## config.mk

```make
export PLATFORM = sky130hd
export DESIGN_NAME = strmax_ctrl
export DESIGN_NICKNAME = d
export VERILOG_FILES = /design/src/sv/strmax_pkg.sv /design/src/sv/strmax_ctrl.sv
export SDC_FILE = /design/constraint.sdc
export NUM_CORES = 1
export LEC_CHECK = 0
export BUFFER_PORTS_ARGS = -buffer_cell sky130_fd_sc_hd__clkbuf_2
export CORE_AREA = 3 3 40 42
export DETAILED_ROUTE_END_ITERATION = 8
export DIE_AREA = 0 0 43 45
export GPL_TIMING_DRIVEN = 0
export PLACE_DENSITY_LB_ADDON = 0.3
export SLEW_MARGIN = 20
export SYNTH_ARGS = -nofsm -noshare
export SYNTH_HDL_FRONTEND = slang
export SYNTH_SLANG_ARGS = --single-unit
```

## constraint.sdc

```tcl
create_clock -name clk -period 3.8 [get_ports clk]
set_input_delay 0.38 -clock clk [delete_from_list [all_inputs] [get_ports clk]]
set_output_delay 0.38 -clock clk [all_outputs]
set_load 0.005 [all_outputs]
```

## src/sv/strmax_pkg.sv

```systemverilog
// ---------------------------------------------------------------------------
// strmax_pkg
// Shared constants, types and helpers for the sparse table range maximum block.
// ---------------------------------------------------------------------------
package strmax_pkg;

  localparam int MAX_ELEMENTS = 1024;
  localparam int LEVELS       = 11;
  localparam int VALUE_BITS   = 32;

  localparam int OP_W     = 2;
  localparam int QIDX_W   = 10;
  localparam int STATUS_W = 2;
  localparam int QK_W     = 4;

  localparam int CNT_W  = $clog2(MAX_ELEMENTS + 1);
  localparam int POS_W  = $clog2(MAX_ELEMENTS);
  localparam int K_W    = $clog2(LEVELS + 1);
  localparam int DEPTH  = LEVELS * MAX_ELEMENTS;
  localparam int ADDR_W = $clog2(DEPTH);

  localparam logic [OP_W-1:0] OP_APPEND = 2'd0;
  localparam logic [OP_W-1:0] OP_QUERY  = 2'd1;
  localparam logic [OP_W-1:0] OP_CLEAR  = 2'd2;

  localparam logic [STATUS_W-1:0] STAT_OK        = 2'd0;
  localparam logic [STATUS_W-1:0] STAT_BAD_RANGE = 2'd1;
  localparam logic [STATUS_W-1:0] STAT_FULL      = 2'd2;

  typedef logic signed [VALUE_BITS-1:0] val_t;

  typedef enum logic [1:0] {
    RES_OK,
    RES_BAD,
    RES_FULL,
    RES_MAX
  } res_kind_t;

  typedef enum logic [3:0] {
    S_IDLE,
    S_DECODE,
    S_APP_WR0,
    S_APP_RD,
    S_APP_WR,
    S_Q_RD1,
    S_Q_RD2,
    S_Q_MAX,
    S_FIN
  } state_t;

  typedef struct packed {
    logic      load_item;
    logic      clear_count;
    logic      wr_level0;
    logic      rd_append;
    logic      wr_append;
    logic      latch_query;
    logic      rd_left;
    logic      rd_right;
    logic      set_pend;
    res_kind_t pend_kind;
    logic      out_load;
  } cmd_t;

  typedef struct packed {
    logic [OP_W-1:0] opcode;
    logic            full;
    logic            bad_range;
    logic            more_levels;
    logic            out_free;
  } stat_t;

  function automatic val_t smax(val_t a, val_t b);
    return (a >= b) ? a : b;
  endfunction

  function automatic logic [ADDR_W-1:0] mem_addr(logic [K_W-1:0] level,
                                                 logic [POS_W-1:0] pos);
    return ADDR_W'(32'(level) * 32'(MAX_ELEMENTS) + 32'(pos));
  endfunction

  function automatic logic [QK_W-1:0] floor_log2(logic [QIDX_W:0] x);
    logic [QK_W-1:0] k;
    k = '0;
    for (int i = 0; i <= QIDX_W; i++) begin
      if (x[i]) k = QK_W'(i);
    end
    return k;
  endfunction

endpackage

```

## src/sv/strmax_ctrl.sv

```systemverilog
// ---------------------------------------------------------------------------
// strmax_ctrl
// Sequencer: decodes each item and steps the datapath through table fill
// or query reads, then hands the result to the output register.
// ---------------------------------------------------------------------------
module strmax_ctrl (
  input  logic               clk,
  input  logic               rst,
  input  logic               item_valid,
  output logic               item_stall,
  input  strmax_pkg::stat_t  stat,
  output strmax_pkg::cmd_t   cmd
);

  strmax_pkg::state_t state, state_next;

  always_ff @(posedge clk) begin
    if (rst) begin
      state <= strmax_pkg::S_IDLE;
    end else begin
      state <= state_next;
    end
  end

  assign item_stall = (state != strmax_pkg::S_IDLE);

  always_comb begin
    state_next    = state;
    cmd           = '0;
    cmd.pend_kind = strmax_pkg::RES_OK;
    case (state)
      strmax_pkg::S_IDLE: begin
        if (item_valid) begin
          cmd.load_item = 1'b1;
          state_next    = strmax_pkg::S_DECODE;
        end
      end
      strmax_pkg::S_DECODE: begin
        case (stat.opcode)
          strmax_pkg::OP_APPEND: begin
            if (stat.full) begin
              cmd.set_pend  = 1'b1;
              cmd.pend_kind = strmax_pkg::RES_FULL;
              state_next    = strmax_pkg::S_FIN;
            end else begin
              state_next = strmax_pkg::S_APP_WR0;
            end
          end
          strmax_pkg::OP_QUERY: begin
            if (stat.bad_range) begin
              cmd.set_pend  = 1'b1;
              cmd.pend_kind = strmax_pkg::RES_BAD;
              state_next    = strmax_pkg::S_FIN;
            end else begin
              cmd.latch_query = 1'b1;
              state_next      = strmax_pkg::S_Q_RD1;
            end
          end
          strmax_pkg::OP_CLEAR: begin
            cmd.clear_count = 1'b1;
            cmd.set_pend    = 1'b1;
            state_next      = strmax_pkg::S_FIN;
          end
          default: begin
            cmd.set_pend = 1'b1;
            state_next   = strmax_pkg::S_FIN;
          end
        endcase
      end
      strmax_pkg::S_APP_WR0: begin
        cmd.wr_level0 = 1'b1;
        state_next    = strmax_pkg::S_APP_RD;
      end
      strmax_pkg::S_APP_RD: begin
        if (stat.more_levels) begin
          cmd.rd_append = 1'b1;
          state_next    = strmax_pkg::S_APP_WR;
        end else begin
          cmd.set_pend = 1'b1;
          state_next   = strmax_pkg::S_FIN;
        end
      end
      strmax_pkg::S_APP_WR: begin
        cmd.wr_append = 1'b1;
        state_next    = strmax_pkg::S_APP_RD;
      end
      strmax_pkg::S_Q_RD1: begin
        cmd.rd_left = 1'b1;
        state_next  = strmax_pkg::S_Q_RD2;
      end
      strmax_pkg::S_Q_RD2: begin
        cmd.rd_right = 1'b1;
        state_next   = strmax_pkg::S_Q_MAX;
      end
      strmax_pkg::S_Q_MAX: begin
        cmd.set_pend  = 1'b1;
        cmd.pend_kind = strmax_pkg::RES_MAX;
        state_next    = strmax_pkg::S_FIN;
      end
      strmax_pkg::S_FIN: begin
        if (stat.out_free) begin
          cmd.out_load = 1'b1;
          state_next   = strmax_pkg::S_IDLE;
        end
      end
      default: begin
        state_next = strmax_pkg::S_IDLE;
      end
    endcase
  end

endmodule

```

==> metrics.csv, run 1 <==
metric,value,unit
status,completed,
largest_reg_flops,4,
syn_area_per_cell,8.07,um2
syn_inst,47,
final_layout_size_suffix_gt1_share,43.7,%
die_area,0.00194,mm2
dieWidth,43,um
hold_depth,2,
die_h,45,um
wl_met1,423,um
drv_cap,0,
cts_resized,0,
insertion_delay,0.24,ns
cts-root-buf,clkbuf_4,
end_kind,primary output,
synthTopCellsByArea,"dfxtp_1 21%, nor4b_4 6.3%, buf_6 5.9%",
htree_levels,1,
worst-r2r-cell-count,4,
wl_met3,91,um
min_from,rst,
dp_hpwl,712,um
cp_data_required_time,3.42,ns
rr_startpoint,state[2]$_SDFFE_PP0P_,
wl_met2,395,um
netlist.area_leader.share,21.1,%
clock-sinks,4,
setup_viol,0,
cts_tree,done,
ys.flop_type,dfxtp_1,
grt_max_degree,11,
critPathLaunchType,register,
tightest_slew,0.364,ns
drv_slew,0,
syn_nets,56,
largest-register,state,
grt_pass1_vias,380,
syn_area,379,um2
finalCriticalPeriod,1.95,ns
ys_types,28,
clk_pin_slew,0.04,ns
nets,82,
vdd_drop_max,173,uV
worst_slack,1.85,ns
max_freq,0.513,GHz
post-route-period-util,51.3,%
routed.top_layer,met3,
start_util,29.5,%
gp_congestion,0.733,
vias,429,
leakage,0.000263,uW
portBuffers,21,
rows,13,
hold_buffers,0,
drtIter0Drc,12,
antenna_found_initial,0,
ys_seq_area_share,21.1,%
cp_max_fo,10,
synth_top_area_cell,dfxtp_1,
crit_type,register to primary output,
grt_pass1_wl,1.60,mm
vias_per_cell,4.99,
overflow,0,
routed_wl,910,um
area_growth,38.6,%
r2r_end,state[1]$_SDFFE_PP0P_,
drc,0,
async_flop_share,0,%
fin_worst_skew,0.00576,ns
track_usage,11.3,%
cts_buffers,3,
place_area,503,um2
design_area,526,um2
dp_slack,2.09,ns
min_to,state[3]$_SDFFE_PP0P_,
synth-edff-count,0,
setup-tns-final,0,ns
drtAntennaViolNets,0,
synth_seq_cells,4,
slew_headroom,75.7,%
diodes,0,
hp-class,input pin to register,
rrSetupSlack,2.34,ns
post_cts_buffers,0,
wire_per_inst,10.6,um
largest_registers,state: 4 flops,
drt_pass1_iterations,4,
yosysWarnings,0,
arrival,1.57,ns
cts_buffer_depth,2,
io-pin-count,22,
power_density,284,mW/mm2
core,0.00128,mm2
rsz0062_at_grt,false,
hold_viol,0,
==> critical path, cell delays in order (launching register included) <==
cell and delay (ns):
dfxtp_1 0.32, clkbuf_1 0.31, or3b_2 0.50, nand2_1 0.09, clkbuf_2 0.11
==> layout by cell type, fill, tap and decap left out, types with 2 or more instances in the layout <==
master	count
nor2_1	4
clkbuf_2	21
inv_1	2
or2b_1	2
clkbuf_4	3
nand2_1	4
buf_6	2
nor3_1	4
dfxtp_1	4
nand2b_1	2
and2b_1	2
o22ai_1	3
==> how the worst max path moves through the flow <==
stage                     startpoint  endpoint
2_1_floorplan  state[0]$_SDFFE_PP0P_   cmd[11]
3_3_place_gp   state[3]$_SDFFE_PP0P_    cmd[3]
3_5_place_dp   state[3]$_SDFFE_PP0P_    cmd[3]
4_1_cts        state[0]$_SDFFE_PP0P_    cmd[3]
5_1_grt        state[0]$_SDFFE_PP0P_    cmd[3]
6_report       state[0]$_SDFFE_PP0P_    cmd[3]
==> power by group <==
group          switching (uW)  internal (uW)
sequential               3.34           45.3
combinational            22.9           24.3
clock                    18.3           35.4
==> stage by stage <==
| step | util (%) | power [uW] | std cells | hold WS (ns) |
|---|---|---|---|---|
| 2_1_floorplan | - | 79.2 | 47 | 0.449 |
| 5_1_grt | 40.9 | 164 | 86 | 0.359 |
| 4_1_cts | 40.9 | 153 | 86 | 0.350 |
| 3_5_place_dp | 39.1 | 96.9 | 83 | 0.595 |
| 6_report | 40.9 | 149 | 86 | 0.350 |
| 3_3_place_gp | 39.1 | 96.4 | 83 | 0.592 |
==> synthesized netlist by cell type, types with 2 or more instances <==
library cell and n:
o22ai_1 3, buf_6 2, inv_1 2, nor2_1 4
nand2b_1 2, or2b_1 2, nand2_1 4, dfxtp_1 4
nor3_1 4, and2b_1 2
==> final cells by class <==
type,instances,area [um2]
buffer,3,26.3
clock buffer,3,22.5
fill,127,759
inverter,2,7.51
multi-input combinational,38,265
sequential,4,80.1
tap,15,18.8
timing repair buffer,21,105
==> routing by layer <==
layer	up-vias	global-route usage (%)
met5	-	0
met4	0	3.61
met3	0	5.98
met2	19	15.3
met1	187	15.4
li1	223	-
==> cell families after synthesis <==
group	Yosys count	share of synthesized area (%)
muxes	1	2.97
and+or+nand+nor	27	48.5
buffers and inverters	5	8.91
xor gates and xnor gates	1	2.31
AOI/OAI and AO/OA	9	16.2
DFF	4	21.1
(Power assumes the default switching activity.)
==> run 2, diff against run 1 <==
Settings changed: ABC_AREA set to 1.
Clock period 3.8 ns to 1.8 ns, I/O delays scaled along.
==> run 2 against run 1 <==
Global-route usage down 0.97 points. Worst setup slack worse by 1.4 ns. Synthesized cell count up 45%. Combinational power rose to 2.8 times the previous value. Final cell count up 24%. Largest power group is now combinational cells.
==> metrics.csv, run 2 <==
metric,value,unit,change
status,completed,,unchanged
hold_buffers,0,,unchanged
min_from,rst,,unchanged
setup-tns-final,0,ns,unchanged
post-route-period-util,77.2,%,
hp-class,input pin to register,,unchanged
worst-r2r-cell-count,6,,was 4
final_cells,107,,was 86
ys_types,16,,was 28
synth_top_area_cell,dfxtp_1,,unchanged
netlist.area_leader.share,20.7,%,was 21.1%
die_area,0.00194,mm2,unchanged
power_density,654,mW/mm2,was 284 mW/mm2
vias_per_cell,4.29,,was 4.99
finalCriticalPeriod,1.39,ns,
drv_cap,0,,unchanged
syn_area_per_cell,5.69,um2,was 8.07 um2
gp_congestion,0.792,,was 0.733
r2r_end,state[0]$_SDFFE_PP0P_,,was state[1]$_SDFFE_PP0P_
synthTopCellsByArea,"dfxtp_1 21%, inv_1 14%, nand2_1 13%",,"was dfxtp_1 21%, nor4b_4 6.3%, buf_6 5.9%"
syn_nets,77,,was 56
wire_per_inst,8.79,um,was 10.6 um
track_usage,10.4,%,was 11.3%
routed_wl,940,um,was 910 um
area_growth,37.9,%,was 38.6%
ys_seq_area_share,20.7,%,was 21.1%
arrival,1.21,ns,was 1.57 ns
grt_pass1_wl,1.48,mm,was 1.60 mm
rrSetupSlack,0.68,ns,was 2.34 ns
cp_max_fo,6,,was 10
yosysMostFrequentCell,inv_1,,
critPathLaunchType,register,,unchanged
dieWidth,43,um,unchanged
final_util,41.5,%,was 40.9%
grt_max_degree,7,,was 11
design_area,533,um2,was 526 um2
syn_inst,68,,was 47
clock-sinks,4,,unchanged
dp_hpwl,807,um,was 712 um
post_cts_buffers,0,,unchanged
antenna_found_initial,0,,unchanged
fin_worst_skew,0.00247,ns,was 0.00576 ns
min_to,state[2]$_SDFFE_PP0P_,,was state[3]$_SDFFE_PP0P_
dp_cells,104,,was 83
drc,0,,unchanged
syn_area,387,um2,was 379 um2
diodes,0,,unchanged
largest_registers,state: 4 flops,,unchanged
cts_buffers,3,,unchanged
vias,459,,was 429
max_freq,0.719,GHz,
synthTopCellsByCount,"14 x inv_1, 13 x nand2_1, 13 x nor2_1",,"was 4 x dfxtp_1, 4 x nand2_1, 4 x nor2_1, 4 x nor3_1, 3 x o22ai_1"
die_h,45,um,unchanged
ys.flop_type,dfxtp_1,,unchanged
rsz0062_at_grt,false,,unchanged
leakage,0.000321,uW,was 0.000263 uW
io-pin-count,22,,unchanged
final_layout_size_suffix_gt1_share,35.9,%,was 43.7%
overflow,0,,unchanged
yosysWarnings,0,,unchanged
slew_headroom,80.8,%,was 75.7%
drtAntennaViolNets,0,,unchanged
cts_tree,done,,unchanged
core,0.00128,mm2,unchanged
place_area,510,um2,was 503 um2
hold_viol,0,,unchanged
drtIter0Drc,11,,was 12
rr_startpoint,state[0]$_SDFFE_PP0P_,,was state[2]$_SDFFE_PP0P_
synth-edff-count,0,,unchanged
cts_resized,0,,unchanged
rows,13,,unchanged
cts-root-buf,clkbuf_4,,unchanged
largest_reg_flops,4,,unchanged
drv_slew,0,,unchanged
start_util,30.1,%,was 29.5%
largest-register,state,,unchanged
power,349,uW,was 149 uW
end_kind,primary output,,unchanged
setup_viol,0,,unchanged
portBuffers,21,,unchanged
vdd_drop_max,305,uV,was 173 uV
final_common_cell,clkbuf_2,,unchanged
tightest_slew,0.288,ns,was 0.364 ns
final_cell_mix,"21 x clkbuf_2, 14 x inv_1, 13 x nor2_1, 13 x nand2_1, 6 x nand3_1",,"was 21 x clkbuf_2, 4 x nor3_1, 4 x nor2_1, 4 x nand2_1, 4 x dfxtp_1"
hold_depth,2,,unchanged
synth_seq_cells,4,,unchanged
cts_buffer_depth,2,,unchanged
cp_data_required_time,1.62,ns,was 3.42 ns
insertion_delay,0.23,ns,was 0.24 ns
drt_pass1_iterations,4,,unchanged
clk_pin_slew,0.04,ns,about the same
grt_pass1_vias,374,,was 380
crit_type,register to primary output,,unchanged
htree_levels,1,,unchanged
nets,103,,was 82
async_flop_share,0,%,unchanged
## run 2: changes by cell type in the layout (fill, tap and decap cells not counted), moves of 6 or more
cell     before  now
nand2_1       4   13
nor2_1        4   13
inv_1         2   14
nand3_1       0    6
## run 2: routing by layer
layer | up-vias | wire [um] | global-route usage, %
li1 | 257 | - | -
met1 | 189 | 443 | 13.3
met2 | 13 | 427 | 15.0
met3 | 0 | 68 | 2.79
met4 | 0 | 0 | 7.23
met5 | - | 0 | 0
## run 2: cell type report
| cell class | count | area, um2 |
|---|---|---|
| clock buffers | 3 | 22.5 |
| fillers | 153 | 752 |
| repair buffers | 21 | 105 |
| multi-input cells | 49 | 250 |
| inverters | 15 | 56.3 |
| flip-flops and latches | 4 | 80.1 |
| well taps | 15 | 18.8 |
## run 2: through the flow
stage	hold WS [ns]	setup slack (ns)
6_report	0.154	0.410
5_1_grt	0.158	0.266
4_1_cts	0.141	0.382
3_5_place_dp	0.392	0.636
3_3_place_gp	0.391	0.638
2_1_floorplan	0.249	0.806
## run 2: cell families (layout without fill, tap and decap cells)
kind of cell,count (synthesis),after routing,synth area share (%)
compound gates,6,6,8.41
flops,4,4,20.7
buf+inv,15,39,14.6
simple gates,43,43,56.3
## run 2: how the worst max path moves through the flow
stage	startpoint	to	slack [ns]
5_1_grt	state[2]$_SDFFE_PP0P_	cmd[1]	0.27
6_report	state[2]$_SDFFE_PP0P_	cmd[2]	0.41
4_1_cts	state[2]$_SDFFE_PP0P_	cmd[1]	0.38
3_5_place_dp	state[2]$_SDFFE_PP0P_	cmd[2]	0.64
3_3_place_gp	state[2]$_SDFFE_PP0P_	cmd[2]	0.64
2_1_floorplan	state[2]$_SDFFE_PP0P_	cmd[1]	0.81
## run 2: power breakdown
part	switching (uW)	internal (uW)	leakage, uW
combinational	80.4	49.5	0.000274
sequential	12.0	98.1	0.0000327
clock	34.3	74.4	0.0000138
## run 2: worst max-delay path: stages (launching register included)
cell and delay [ns]:
dfxtp_1 0.35, nor2_2 0.19, nand2_2 0.14, o21ai_0 0.16, clkbuf_2 0.13
