## src/sv/strmax_pkg.sv

```systemverilog
// ---------------------------------------------------------------------------
// strmax_pkg
// Shared constants, types and helpers for the sparse table range maximum block.
// ---------------------------------------------------------------------------
package strmax_pkg;

  localparam int MAX_ELEMENTS = 1024;
  localparam int LEVELS       = 11;
  localparam int VALUE_BITS   = 32;

  localparam int OP_W     = 2;
  localparam int QIDX_W   = 10;
  localparam int STATUS_W = 2;
  localparam int QK_W     = 4;

  localparam int CNT_W  = $clog2(MAX_ELEMENTS + 1);
  localparam int POS_W  = $clog2(MAX_ELEMENTS);
  localparam int K_W    = $clog2(LEVELS + 1);
  localparam int DEPTH  = LEVELS * MAX_ELEMENTS;
  localparam int ADDR_W = $clog2(DEPTH);

  localparam logic [OP_W-1:0] OP_APPEND = 2'd0;
  localparam logic [OP_W-1:0] OP_QUERY  = 2'd1;
  localparam logic [OP_W-1:0] OP_CLEAR  = 2'd2;

  localparam logic [STATUS_W-1:0] STAT_OK        = 2'd0;
  localparam logic [STATUS_W-1:0] STAT_BAD_RANGE = 2'd1;
  localparam logic [STATUS_W-1:0] STAT_FULL      = 2'd2;

  typedef logic signed [VALUE_BITS-1:0] val_t;

  typedef enum logic [1:0] {
    RES_OK,
    RES_BAD,
    RES_FULL,
    RES_MAX
  } res_kind_t;

  typedef enum logic [3:0] {
    S_IDLE,
    S_DECODE,
    S_APP_WR0,
    S_APP_RD,
    S_APP_WR,
    S_Q_RD1,
    S_Q_RD2,
    S_Q_MAX,
    S_FIN
  } state_t;

  typedef struct packed {
    logic      load_item;
    logic      clear_count;
    logic      wr_level0;
    logic      rd_append;
    logic      wr_append;
    logic      latch_query;
    logic      rd_left;
    logic      rd_right;
    logic      set_pend;
    res_kind_t pend_kind;
    logic      out_load;
  } cmd_t;

  typedef struct packed {
    logic [OP_W-1:0] opcode;
    logic            full;
    logic            bad_range;
    logic            more_levels;
    logic            out_free;
  } stat_t;

  function automatic val_t smax(val_t a, val_t b);
    return (a >= b) ? a : b;
  endfunction

  function automatic logic [ADDR_W-1:0] mem_addr(logic [K_W-1:0] level,
                                                 logic [POS_W-1:0] pos);
    return ADDR_W'(32'(level) * 32'(MAX_ELEMENTS) + 32'(pos));
  endfunction

  function automatic logic [QK_W-1:0] floor_log2(logic [QIDX_W:0] x);
    logic [QK_W-1:0] k;
    k = '0;
    for (int i = 0; i <= QIDX_W; i++) begin
      if (x[i]) k = QK_W'(i);
    end
    return k;
  endfunction

endpackage

```

## src/sv/strmax_dp.sv

```systemverilog
// ---------------------------------------------------------------------------
// strmax_dp
// Datapath: item registers, element count, level walk, running window max,
// table addressing and the output register.
// ---------------------------------------------------------------------------
module strmax_dp (
  input  logic                                clk,
  input  logic                                rst,
  input  strmax_pkg::cmd_t                    cmd,
  output strmax_pkg::stat_t                   stat,
  input  logic [strmax_pkg::OP_W-1:0]         opcode,
  input  strmax_pkg::val_t                    value,
  input  logic [strmax_pkg::QIDX_W-1:0]       query_left,
  input  logic [strmax_pkg::QIDX_W-1:0]       query_right,
  output logic                                result_valid,
  input  logic                                result_stall,
  output logic [strmax_pkg::STATUS_W-1:0]     status,
  output strmax_pkg::val_t                    max_value,
  output logic                                ram_wr_en,
  output logic [strmax_pkg::ADDR_W-1:0]       ram_wr_addr,
  output strmax_pkg::val_t                    ram_wr_data,
  output logic                                ram_rd_en,
  output logic [strmax_pkg::ADDR_W-1:0]       ram_rd_addr,
  input  strmax_pkg::val_t                    ram_rd_data
);

  logic [strmax_pkg::OP_W-1:0]     op_r;
  strmax_pkg::val_t                val_r;
  logic [strmax_pkg::QIDX_W-1:0]   left_r;
  logic [strmax_pkg::QIDX_W-1:0]   right_r;
  logic [strmax_pkg::CNT_W-1:0]    count;
  logic [strmax_pkg::POS_W-1:0]    pos;
  logic [strmax_pkg::K_W-1:0]      lvl;
  strmax_pkg::val_t                carry;
  logic [strmax_pkg::K_W-1:0]      q_lvl;
  logic [strmax_pkg::POS_W-1:0]    q_s2;
  strmax_pkg::val_t                first_max;
  logic [strmax_pkg::STATUS_W-1:0] pend_status;
  strmax_pkg::val_t                pend_value;

  logic [strmax_pkg::QIDX_W:0]     qlen;
  logic [strmax_pkg::QK_W-1:0]     qk;
  logic [strmax_pkg::POS_W-1:0]    app_start;
  logic [strmax_pkg::POS_W-1:0]    q_s2_calc;
  strmax_pkg::val_t                new_max;

  assign qlen      = {1'b0, right_r} - {1'b0, left_r} + (strmax_pkg::QIDX_W + 1)'(1);
  assign qk        = strmax_pkg::floor_log2(qlen);
  assign app_start = strmax_pkg::POS_W'(32'(pos) + 32'd1 - (32'd1 << lvl));
  assign q_s2_calc = strmax_pkg::POS_W'(32'(right_r) + 32'd1 - (32'd1 << qk));
  assign new_max   = strmax_pkg::smax(ram_rd_data, carry);

  assign stat.opcode      = op_r;
  assign stat.full        = (32'(count) >= strmax_pkg::MAX_ELEMENTS);
  assign stat.bad_range   = (left_r > right_r) || (32'(right_r) >= 32'(count)) ||
                            (32'(qk) >= strmax_pkg::LEVELS);
  assign stat.more_levels = (32'(lvl) < strmax_pkg::LEVELS) &&
                            ((32'd1 << lvl) <= (32'(pos) + 32'd1));
  assign stat.out_free    = !result_valid || !result_stall;

  always_comb begin
    ram_wr_en   = cmd.wr_level0 || cmd.wr_append;
    ram_wr_addr = strmax_pkg::mem_addr(lvl, app_start);
    ram_wr_data = new_max;
    if (cmd.wr_level0) begin
      ram_wr_addr = strmax_pkg::mem_addr('0, pos);
      ram_wr_data = val_r;
    end
  end

  always_comb begin
    ram_rd_en   = cmd.rd_append || cmd.rd_left || cmd.rd_right;
    ram_rd_addr = strmax_pkg::mem_addr(lvl - strmax_pkg::K_W'(1), app_start);
    if (cmd.rd_left) begin
      ram_rd_addr = strmax_pkg::mem_addr(q_lvl, strmax_pkg::POS_W'(left_r));
    end else if (cmd.rd_right) begin
      ram_rd_addr = strmax_pkg::mem_addr(q_lvl, q_s2);
    end
  end

  always_ff @(posedge clk) begin
    if (rst) begin
      count        <= '0;
      result_valid <= 1'b0;
    end else begin
      if (cmd.clear_count) begin
        count <= '0;
      end else if (cmd.wr_level0) begin
        count <= count + strmax_pkg::CNT_W'(1);
      end
      if (cmd.out_load) begin
        result_valid <= 1'b1;
      end else if (!result_stall) begin
        result_valid <= 1'b0;
      end
    end
  end

  always_ff @(posedge clk) begin
    if (cmd.load_item) begin
      op_r    <= opcode;
      val_r   <= value;
      left_r  <= query_left;
      right_r <= query_right;
      pos     <= strmax_pkg::POS_W'(count);
    end
    if (cmd.wr_level0) begin
      lvl   <= strmax_pkg::K_W'(1);
      carry <= val_r;
    end else if (cmd.wr_append) begin
      lvl   <= lvl + strmax_pkg::K_W'(1);
      carry <= new_max;
    end
    if (cmd.latch_query) begin
      q_lvl <= strmax_pkg::K_W'(qk);
      q_s2  <= q_s2_calc;
    end
    if (cmd.rd_right) first_max <= ram_rd_data;
    if (cmd.set_pend) begin
      case (cmd.pend_kind)
        strmax_pkg::RES_BAD: begin
          pend_status <= strmax_pkg::STAT_BAD_RANGE;
          pend_value  <= '0;
        end
        strmax_pkg::RES_FULL: begin
          pend_status <= strmax_pkg::STAT_FULL;
          pend_value  <= '0;
        end
        strmax_pkg::RES_MAX: begin
          pend_status <= strmax_pkg::STAT_OK;
          pend_value  <= strmax_pkg::smax(first_max, ram_rd_data);
        end
        default: begin
          pend_status <= strmax_pkg::STAT_OK;
          pend_value  <= '0;
        end
      endcase
    end
    if (cmd.out_load) begin
      status    <= pend_status;
      max_value <= pend_value;
    end
  end

  a_count_bound: assert property (@(posedge clk) disable iff (rst)
    32'(count) <= strmax_pkg::MAX_ELEMENTS)
    else $error("element count above capacity");

  a_no_overwrite: assert property (@(posedge clk) disable iff (rst)
    cmd.out_load |-> !(result_valid && result_stall))
    else $error("pending result overwritten");

  a_level_range: assert property (@(posedge clk) disable iff (rst)
    cmd.wr_append |-> (32'(lvl) < strmax_pkg::LEVELS))
    else $error("table write beyond top level");

  a_read_then_write: assert property (@(posedge clk) disable iff (rst)
    cmd.rd_append |=> cmd.wr_append)
    else $error("window read not followed by its write");

endmodule

```

## config.mk

```make
export PLATFORM = sky130hd
export DESIGN_NAME = strmax_dp
export DESIGN_NICKNAME = d
export VERILOG_FILES = /design/src/sv/strmax_pkg.sv /design/src/sv/strmax_dp.sv
export SDC_FILE = /design/constraint.sdc
export NUM_CORES = 1
export LEC_CHECK = 0
export BUFFER_PORTS_ARGS = -buffer_cell sky130_fd_sc_hd__clkbuf_2
export CORE_AREA = 2 2 156 173
export CTS_BUF_LIST = sky130_fd_sc_hd__clkbuf_8
export DETAILED_ROUTE_END_ITERATION = 10
export DIE_AREA = 0 0 158 175
export GPL_TIMING_DRIVEN = 0
export MAX_ROUTING_LAYER = met4
export PLACE_DENSITY = 0.74
export SYNTH_ARGS = -nofsm -noshare
export SYNTH_HDL_FRONTEND = slang
export SYNTH_SLANG_ARGS = --single-unit
export TNS_END_PERCENT = 5
```

## constraint.sdc

```tcl
create_clock -name clk -period 4.7 [get_ports clk]
set_clock_uncertainty 0.1 [all_clocks]
set_input_delay 0.94 -clock clk [delete_from_list [all_inputs] [get_ports clk]]
set_output_delay 0.94 -clock clk [all_outputs]
set_load 0.005 [all_outputs]
```

==> results.yml, run 1 <==
clock_tree:
  cts_tree: "yes"
  clk_path_buf_depth: 3
  clock-sinks: 226
  cts_made_buffers: 39
  cts_root_buf: "clkbuf_8"
  clk_latency_ns: 0.56
  h-tree-depth: 2
  clk_pin_slew_ns: 0.07
  cts_hold_buf: 0
power:
  leakage_uw: 0.00685
  p_per_area_mw_per_mm2: 382
  irDropWorstVdd_mv: 0.254
  power.total_uw: 5880
drt:
  wl_met3_mm: 2.15
  top_layer_used: "met4"
  drt-met1-wl_mm: 12.4
  drc: 0
  dr.pass1.iters: 7
  drt_iter0_markers: 588
  final_antenna_net_count: 0
  met2_length_mm: 16.1
  vias: 9574
  wl_mm: 32.0
  routed_via_density: 5.51
  wl_per_cell_um: 18.5
layout:
  area_growth_pct: 20.6
  fillers: 2190
  nets: 1607
  fin_area_mm2: 0.0154
  drive_gt1_share_pct: 25.2
worst_hold_path:
  hp-class: "flip-flop to flip-flop"
logic_synthesis:
  async_flop_share_pct: 0
  netlist_area_mm2: 0.0128
  ys_warn_count: 0
  ys.flop_type: "edfxtp_1"
  synth-seq-cells: 226
  ys_types: 74
  syn_nets: 1344
  seq_area_frac_synth_pct: 51.9
  syn_inst: 1090
  synth.avg_cell_area_um2: 11.7
  synth_edf_count: 210
setup_path:
  slowest_stage: "or4_4"
  crit_path_max_fanout: 7
  worst_setup_path_end_kind: "flip-flop"
  crit_buf_inv: 1
  cp_top_family: "compound AO/OA/AOI/OAI gates"
  crit_type: "flip-flop to flip-flop"
  cp-start-kind: "flip-flop"
  critical-path-max-stage-delay_ns: 0.46
  arrival_ns: 5.35
  worstPathCellList: "inv_1 -> ha_1 -> ha_1 -> or2_2 -> a21oi_1 -> a211o_1 -> a21boi_2 -> nor2_2 -> a21o_1 -> or4_4 -> ha_4 -> ha_4 -> fa_2 -> a21oi_2 -> nor2_1 -> nor2_1 -> o21bai_1 -> a21oi_2 -> o21ai_1 -> xnor2_1 -> xnor2_1"
  worstPathRequired_ns: 4.90
placement:
  gp_congestion: 0.920
  io_buffers: 200
  dp_hpwl_mm: 24.0
  dpl_cell_area_mm2: 0.0143
flow_run:
  cap_violations: 0
status:
  status: "complete, but fails checks"
  violations: "negative setup slack"
timing:
  fin_crit_ns: 5.15
  hold_viol: 0
  finalSetupViolCount: 5
  slew_violations: 0
  fmax_ghz: 0.194
  max_slew_margin_pct: 27.8
  holdWs_ns: 0.312
  fin_crit_sh_pct: 110
  setup-tns-final_ns: -1.04
  layout_setup_ws_ns: -0.448
  tightest_slew_ns: 1.08
  rsz0062_at_grt: "yes"
grt:
  grt_max_degree: 43
  grt.overflow.total: 0
  grt_pass1_vias: 9561
  antenna_found_initial: 1
  grtUsageTotal_pct: 23.4
  grt_pass1_wl_mm: 49.0
floorplan:
  start_util_pct: 49.3
  die_h_um: 175
  core_area_mm2: 0.0259
  dieArea_mm2: 0.0277
  rows: 62
  die_w_um: 158
  io_pins: 204
-- worst paths after layout --
kind                                startpoint                      end  slack [ns]  cells after the start
setup / recovery           left_r[6]$_DFFE_PP_        q_s2[9]$_DFFE_PP_       -0.45                     21
hold / removal    pend_value[30]$_SDFFCE_PP0P_  max_value[30]$_DFFE_PP_        0.31                      0
setup reg to reg           left_r[6]$_DFFE_PP_        q_s2[9]$_DFFE_PP_       -0.45                     21
hold reg to reg   pend_value[30]$_SDFFCE_PP0P_  max_value[30]$_DFFE_PP_        0.31                      0
-- layout make-up --
class	instances	area, um2	share of cell area [%]
well taps	352	440	2.86
plain buffers	34	165	1.07
clock inverters	32	206	1.34
repair buffers	222	1190	7.72
flip-flops and latches	226	6630	43.1
multi-input cells	695	5720	37.1
diodes	1	2.50	0.0163
clock buffers	39	537	3.49
inverters	135	507	3.29
-- metrics by stage --
step                      setup slack [ns]  util [%]  std cells
final                               -0.448      59.4       1736
after global routing                -0.689      59.4       1736
after CTS                           -0.485      58.9       1729
after detailed placement            -0.837      55.2       1643
after global placement              -0.807      55.0       1642
after floorplan                     -0.218         -       1090
-- cell usage in the layout, fill, tap and decap left out, types with 24 or more instances in the layout --
master / n
a21o_1: 27
a21oi_1: 38
a221o_1: 32
clkbuf_1: 24
clkbuf_2: 199
clkbuf_8: 39
edfxtp_1: 210
ha_1: 143
inv_1: 142
mux2i_1: 36
nand2_1: 42
nor2_1: 68
nor3_1: 37
o21ai_0: 36
xnor2_1: 26
-- Yosys cell counts (4+ instances only) --
library cell	n	area, um2
nand2_1	42	158
nor4_1	4	25.0
dfxtp_1	16	320
nand2b_1	11	68.8
a211oi_1	8	60.1
o21bai_1	5	37.5
a21o_1	27	203
nand4_1	20	125
o21ai_0	39	195
a221oi_1	4	35.0
xor2_1	10	87.6
o21a_1	7	52.6
nor2b_1	15	93.8
o211ai_1	4	30.0
ha_1	150	1880
and3_1	7	43.8
a221o_1	32	320
mux2i_1	37	370
nor3_1	38	190
edfxtp_1	210	6310
inv_1	134	503
xnor2_1	29	254
nand3_1	19	95.1
clkbuf_1	27	101
or3_1	6	37.5
nor2_1	71	267
a21oi_1	44	220
or2_2	7	43.8
-- kinds of logic (layout without fill, tap and decap cells) --
family	count (synthesis)	in the layout	share of synthesized area, %
other	0	1	0
buffers and inverters	169	462	5.18
multiplexers	39	39	3.10
flip-flops	226	226	51.9
AND/OR/NAND/NOR	257	257	10.2
AO/OA/AOI/OAI	207	207	11.8
adder cells (fa/ha/maj)	153	153	15.2
XOR/XNOR	39	39	2.68
-- power breakdown --
| part | switching, uW | total, uW | internal (uW) |
|---|---|---|---|
| registers | 98.4 | 2550 | 2450 |
| clock network | 835 | 1740 | 901 |
| logic | 916 | 1600 | 687 |
| total | 1850 | 5880 | 4040 |
-- flip-flops by register name (all words and copies together), names as in the netlist --
register and flops:
q_s2 10, lvl 4, first_max 32, carry 32
left_r 10, op_r 2, right_r 10, status 2
pos 10, pend_value 32, result_valid 1, count 11
q_lvl 4, max_value 32, val_r 32, pend_status 2
-- what timing repair did --
action                                  in CTS  in global routing
setup buffers                               15                  7
pin swaps                                   17                  8
endpoints found under the setup margin      36                 44
resized for setup                           21                 27
cloned                                       0                  0
-- layer usage --
| metal | track usage [%] | vias up |
|---|---|---|
| met5 | - | - |
| met4 | 10.5 | 0 |
| met3 | 3.32 | 98 |
| met2 | 39.6 | 389 |
| met1 | 27.8 | 4545 |
| li1 | - | 4542 |
No activity file was read; power rests on OpenSTA's default activity.
==> inputs of run 2 (changes only) <==
Settings changed: ABC_AREA set to 1, CORE_AREA 2 2 156 173 to 2 2 159 176, DIE_AREA 0 0 158 175 to 0 0 161 178.
==> run 2 against run 1 <==
The flow now finishes without violations. Total power fell by 3.8%. Highest routed layer unchanged. Clock power fell by 7%. Sequential power barely moved. Sequential share of layout area fell by 0.52 points. Area after synthesis rose by 3.7%. Via count rose by 10%.
==> results.yml, run 2 <==
status:
  status: "finished clean"
setup_path:
  critPathLaunch: "left_r[1]$_DFFE_PP_"
  critPathMostFrequentCell: "nand2_1"
  critical-path-max-stage-delay_ns: 0.42
  timing.rr.start: "left_r[1]$_DFFE_PP_"
  arrival_ns: 4.64
  worst_setup_path_end_kind: "flip-flop"
  crit_path_max_fanout: 4
  crit_type: "flip-flop to flip-flop"
  cp-start-kind: "flip-flop"
  crit_buf_inv: 2
  reg2reg_depth: 26
  cp_top_family: "adder cells"
  worstPathRequired_ns: 4.88
  crit_cells: 26
  slowest_stage: "edfxtp_1"
layout:
  fin_area_mm2: 0.0156
  final-seq-area_mm2: 0.00663
  final_cell_mix: "307 x nand2_1, 210 x edfxtp_1, 201 x clkbuf_2"
  area_growth_pct: 17.7
  fillers: 2344
  drive_gt1_share_pct: 18.4
  instances_no_fill: 2046
  nets: 1914
  multiInputGateArea_mm2: 0.00582
  final_common_cell: "nand2_1"
timing:
  max_slew_margin_pct: 39.3
  fmax_ghz: 0.224
  fin_crit_sh_pct: 94.9
  tightest_slew_ns: 0.910
  rsz0062_at_grt: "yes"
  slew_violations: 0
  fin_crit_ns: 4.46
  hold_viol: 0
  finalSetupViolCount: 0
logic_synthesis:
  syn_nets: 1667
  synth_top_area_share_pct: 47.6
  ys_warn_count: 0
  ys_types: 42
  async_flop_share_pct: 0
  ys.flop_type: "edfxtp_1"
  synth-seq-cells: 226
  netlist_area_mm2: 0.0132
  seq_area_frac_synth_pct: 50.1
  synth_area_leader_cell: "edfxtp_1"
  synth.avg_cell_area_um2: 9.37
  syn_inst: 1413
  synthTopCellsByArea: "edfxtp_1 48%, ha_1 14%, nand2_1 8.8%"
  synth_most_common_cell: "nand2_1"
  synth_common_cells: "312 x nand2_1, 210 x edfxtp_1, 190 x inv_1"
  synth_edf_count: 210
grt:
  grtUsageTotal_pct: 22.7
  grt.overflow.total: 0
  antenna_found_initial: 2
  grt_pass1_vias: 10200
  grt_pass1_wl_mm: 49.7
  grt_max_degree: 65
floorplan:
  die_h_um: 178
  rows: 63
  dieArea_mm2: 0.0287
  start_util_pct: 49.4
  die_w_um: 161
  core_area_mm2: 0.0268
  io_pins: 204
power:
  switching_power_uw: 1780
  intPower_uw: 3880
  leakage_uw: 0.00736
  p_per_area_mw_per_mm2: 363
  power.share.sequential_pct: 44.5
  power_frac_clock_pct: 28.5
  netSwitchingFraction_pct: 31.5
  irDropWorstVdd_mv: 0.226
  p_comb_share_pct: 26.9
  power.total_uw: 5660
drt:
  routed_via_density: 5.17
  wl_mm: 31.7
  wl_per_cell_um: 15.5
  drc: 0
  dr.pass1.iters: 6
  drt_iter0_markers: 559
  final_antenna_net_count: 0
  vias: 10600
placement:
  gp_congestion: 0.948
  dp_hpwl_mm: 25.3
  dpl_cell_area_mm2: 0.0147
  io_buffers: 202
  dp.cells: 1972
flow_run:
  cap_violations: 0
clock_tree:
  cts_tree: "yes"
  clk_path_buf_depth: 3
  h-tree-depth: 2
  clock-sinks: 226
  clk_pin_slew_ns: 0.06
  cts_made_buffers: 37
  clk_latency_ns: 0.53
  cts_root_buf: "clkbuf_8"
worst_hold_path:
  hold_start: "pend_value[25]$_SDFFCE_PP0P_"
  hp-class: "flip-flop to flip-flop"
  hold_path_depth: 0
run 2: metrics by stage:
step	util [%]	worst slack [ns]	setup TNS, ns	hold WS (ns)
2_1_floorplan	-	0.520	0	0.300
3_3_place_gp	54.8	-0.0529	-0.0766	0.300
3_5_place_dp	54.8	-0.0280	-0.0344	0.305
4_1_cts	57.5	0.0112	0	0.316
5_1_grt	58.1	-0.0827	-0.144	0.324
6_report	58.1	0.239	0	0.312
run 2: logic make-up after synthesis:
group	Yosys count	share of synthesized area, %
muxes	1	0.0851
and+or+nand+nor	622	20.3
DFF	226	50.1
adders and majority gates	153	14.6
buffers and inverters	234	6.93
AOI/OAI and AO/OA	151	6.28
xor gates and xnor gates	26	1.72
run 2: layer usage:
layer	GRT usage [%]	part of all wire (%)	vias to the layer above
met5	-	0	-
met4	9.00	3.5	0
met3	3.49	6.2	78
met2	39.8	50	347
met1	26.2	40	4820
li1	-	-	5326
run 2: cell type report:
type	instances	share of cell area, %
repair buffers	208	6.80
plain buffers	43	1.29
inverters	191	4.60
well taps	357	2.87
diodes	2	0.0321
clock inverters	25	0.851
clock buffers	41	3.62
multi-input cells	953	37.4
flip-flops and latches	226	42.5
run 2: worst paths after layout:
kind | to | slack (ns)
worst max-delay path | q_s2[9]$_DFFE_PP_ | 0.24
worst min-delay path | max_value[25]$_DFFE_PP_ | 0.31
worst max register to register | q_s2[9]$_DFFE_PP_ | 0.24
worst min register to register | max_value[25]$_DFFE_PP_ | 0.31
run 2: power by group through the flow:
stage                     clock [uW]  sequential [uW]  combinational (uW)
after floorplan                    0             2530                 981
after global placement             0             2550                1430
after detailed placement           0             2560                1460
after CTS                       1670             2520                1480
after global routing            1750             2540                1730
final                           1610             2520                1520
run 2: what timing repair did:
| action | 4_1_cts | 5_1_grt |
|---|---|---|
| resized for setup | 2 | 30 |
| hold buffers | 0 | 0 |
| pin swaps | 0 | 4 |
| cloned | 0 | 0 |
| setup endpoints to repair | 2 | 12 |
| setup buffers | 0 | 6 |
==> inputs of run 3 (changes only) <==
Settings changed: GPL_TIMING_DRIVEN 0 to unset.
==> run 3 against run 2 <==
Worst setup slack lost 0.050 ns. Die area is the same. First-iteration DRC count is 19% higher. Register-to-register slack better by 0.07 ns. Final cell count is 1.4% lower. Count of clock-buffer cells in the layout is 1 lower. Sequential power barely moved. Clock power about the same.
==> results.yml, run 3 (synthesis results as in run 2) <==
status:
  status: "finished clean"
timing:
  max_slew_margin_pct: 39.7
  finalSetupViolCount: 0
  fin_crit_sh_pct: 96.0
  fmax_ghz: 0.222
  slew_violations: 0
  tightest_slew_ns: 0.904
  fin_crit_ns: 4.51
  rsz0062_at_grt: "yes"
  hold_viol: 0
drt:
  wl_per_cell_um: 15.7
  routed_via_density: 5.24
  vias: 10600
  drc: 0
  wl_mm: 31.7
  met2_length_mm: 15.8
  top_layer_used: "met4"
  final_antenna_net_count: 0
  drt_iter0_markers: 667
  wl_met3_mm: 1.84
  drt-met1-wl_mm: 12.9
  dr.pass1.iters: 5
setup_path:
  worstPathRequired_ns: 3.66
  reg2reg_slack_ns: 0.31
  cp_top_family: "simple AND/OR/NAND/NOR gates"
  critPathMostFrequentCell: "nand2_1"
  crit_buf_inv: 4
  worstPathCellList: "ha_1 -> nand2_1 -> nor2_2 -> nand3_1 -> xor2_1 -> inv_1 -> ha_1 -> nand2_1 -> nor2_1 -> inv_1 -> o221ai_1 -> xor2_1 -> buf_4 -> nand2_1 -> nand2_1 -> clkbuf_2"
  critical-path-max-stage-delay_ns: 0.44
  crit_type: "flip-flop to output pin"
  slowest_stage: "edfxtp_1"
  worst_setup_path_end_kind: "output pin"
  cp-start-kind: "flip-flop"
  arrival_ns: 3.47
  crit_path_max_fanout: 5
floorplan:
  core_area_mm2: 0.0268
  dieArea_mm2: 0.0287
  die_w_um: 161
  start_util_pct: 49.4
  rows: 63
  io_pins: 204
  die_h_um: 178
layout:
  drive_gt1_share_pct: 18.5
  nets: 1887
  instances_no_fill: 2018
  num_antenna_cells: 0
  final_common_cell: "nand2_1"
  fillers: 2360
  final_cell_mix: "309 x nand2_1, 210 x edfxtp_1, 202 x clkbuf_2"
  area_growth_pct: 16.8
  finish.utilization_pct: 57.7
placement:
  gp_congestion: 0.973
  io_buffers: 203
  dp_hpwl_mm: 25.2
  dp.cells: 1948
power:
  irDropWorstVdd_mv: 0.193
  p_per_area_mw_per_mm2: 366
  leakage_uw: 0.00735
flow_run:
  cap_violations: 0
clock_tree:
  clk_pin_slew_ns: 0.06
  cts_made_buffers: 37
  clock-sinks: 226
  h-tree-depth: 2
  cts_tree: "yes"
  clk_path_buf_depth: 3
  clk_latency_ns: 0.54
  cts_root_buf: "clkbuf_8"
grt:
  grt_pass1_wl_mm: 49.5
  grt_max_degree: 55
  antenna_found_initial: 0
  grt_pass1_vias: 9832
  grtUsageTotal_pct: 22.6
  grt.overflow.total: 0
worst_hold_path:
  hp-class: "flip-flop to flip-flop"
[run 3: changes by cell type in the layout (fill, tap and decap cells not counted), moves of 3 or more]
cell	previous run	this run
buf_6	3	0
buf_2	13	1
buf_4	6	21
buf_1	4	0
clkbuf_1	23	0
[run 3: area by class of cell]
cell class	instances	area [um2]	share of cell area, %
flip-flops and latches	226	6630	42.9
well taps	357	447	2.89
clock buffers	40	551	3.56
inverters	191	717	4.64
clock inverters	27	146	0.947
repair buffers	224	1170	7.59
multi-input cells	953	5800	37.5
[run 3: power breakdown]
group	leakage (uW)	switching, uW	total [uW]	internal [uW]
Combinational	0.00470	948	1510	560
Sequential	0.00224	71.4	2510	2440
Clock	0.000399	793	1640	846
Total	0.00735	1810	5660	3850
[run 3: what timing repair did]
action / CTS / global route
pin swaps: 0 / 4
hold buffers: 0 / 0
resized for setup: 3 / 26
buffers inserted: 0 / 3
setup endpoints to repair: 4 / 12
[run 3: through the flow]
step | area [um2] | worst slack [ns] | setup TNS, ns | hold slack, ns | power [uW]
final | 15500 | 0.189 | 0 | 0.317 | 5660
after global routing | 15500 | -0.0749 | -0.121 | 0.334 | 6020
after CTS | 15300 | 0.0100 | 0 | 0.318 | 5670
after detailed placement | 14600 | 0.152 | 0 | 0.305 | 4020
after global placement | 14600 | 0.196 | 0 | 0.300 | 3980
after floorplan | 13200 | 0.520 | 0 | 0.300 | 3520
[run 3: routing by layer]
metal,up-vias,GRT usage [%]
met5,-,-
met4,0,8.78
met3,78,3.44
met2,362,39.3
met1,4860,26.6
li1,5272,-
[run 3: path summary, 6_finish.rpt]
check	endpoint	cells past startpoint	start
setup / recovery	ram_wr_addr[8]	16	pos[0]$_DFFE_PP_
hold / removal	max_value[5]$_DFFE_PP_	0	pend_value[5]$_SDFFCE_PP0P_
setup reg to reg	q_s2[9]$_DFFE_PP_	26	left_r[1]$_DFFE_PP_
hold reg to reg	max_value[5]$_DFFE_PP_	0	pend_value[5]$_SDFFCE_PP0P_
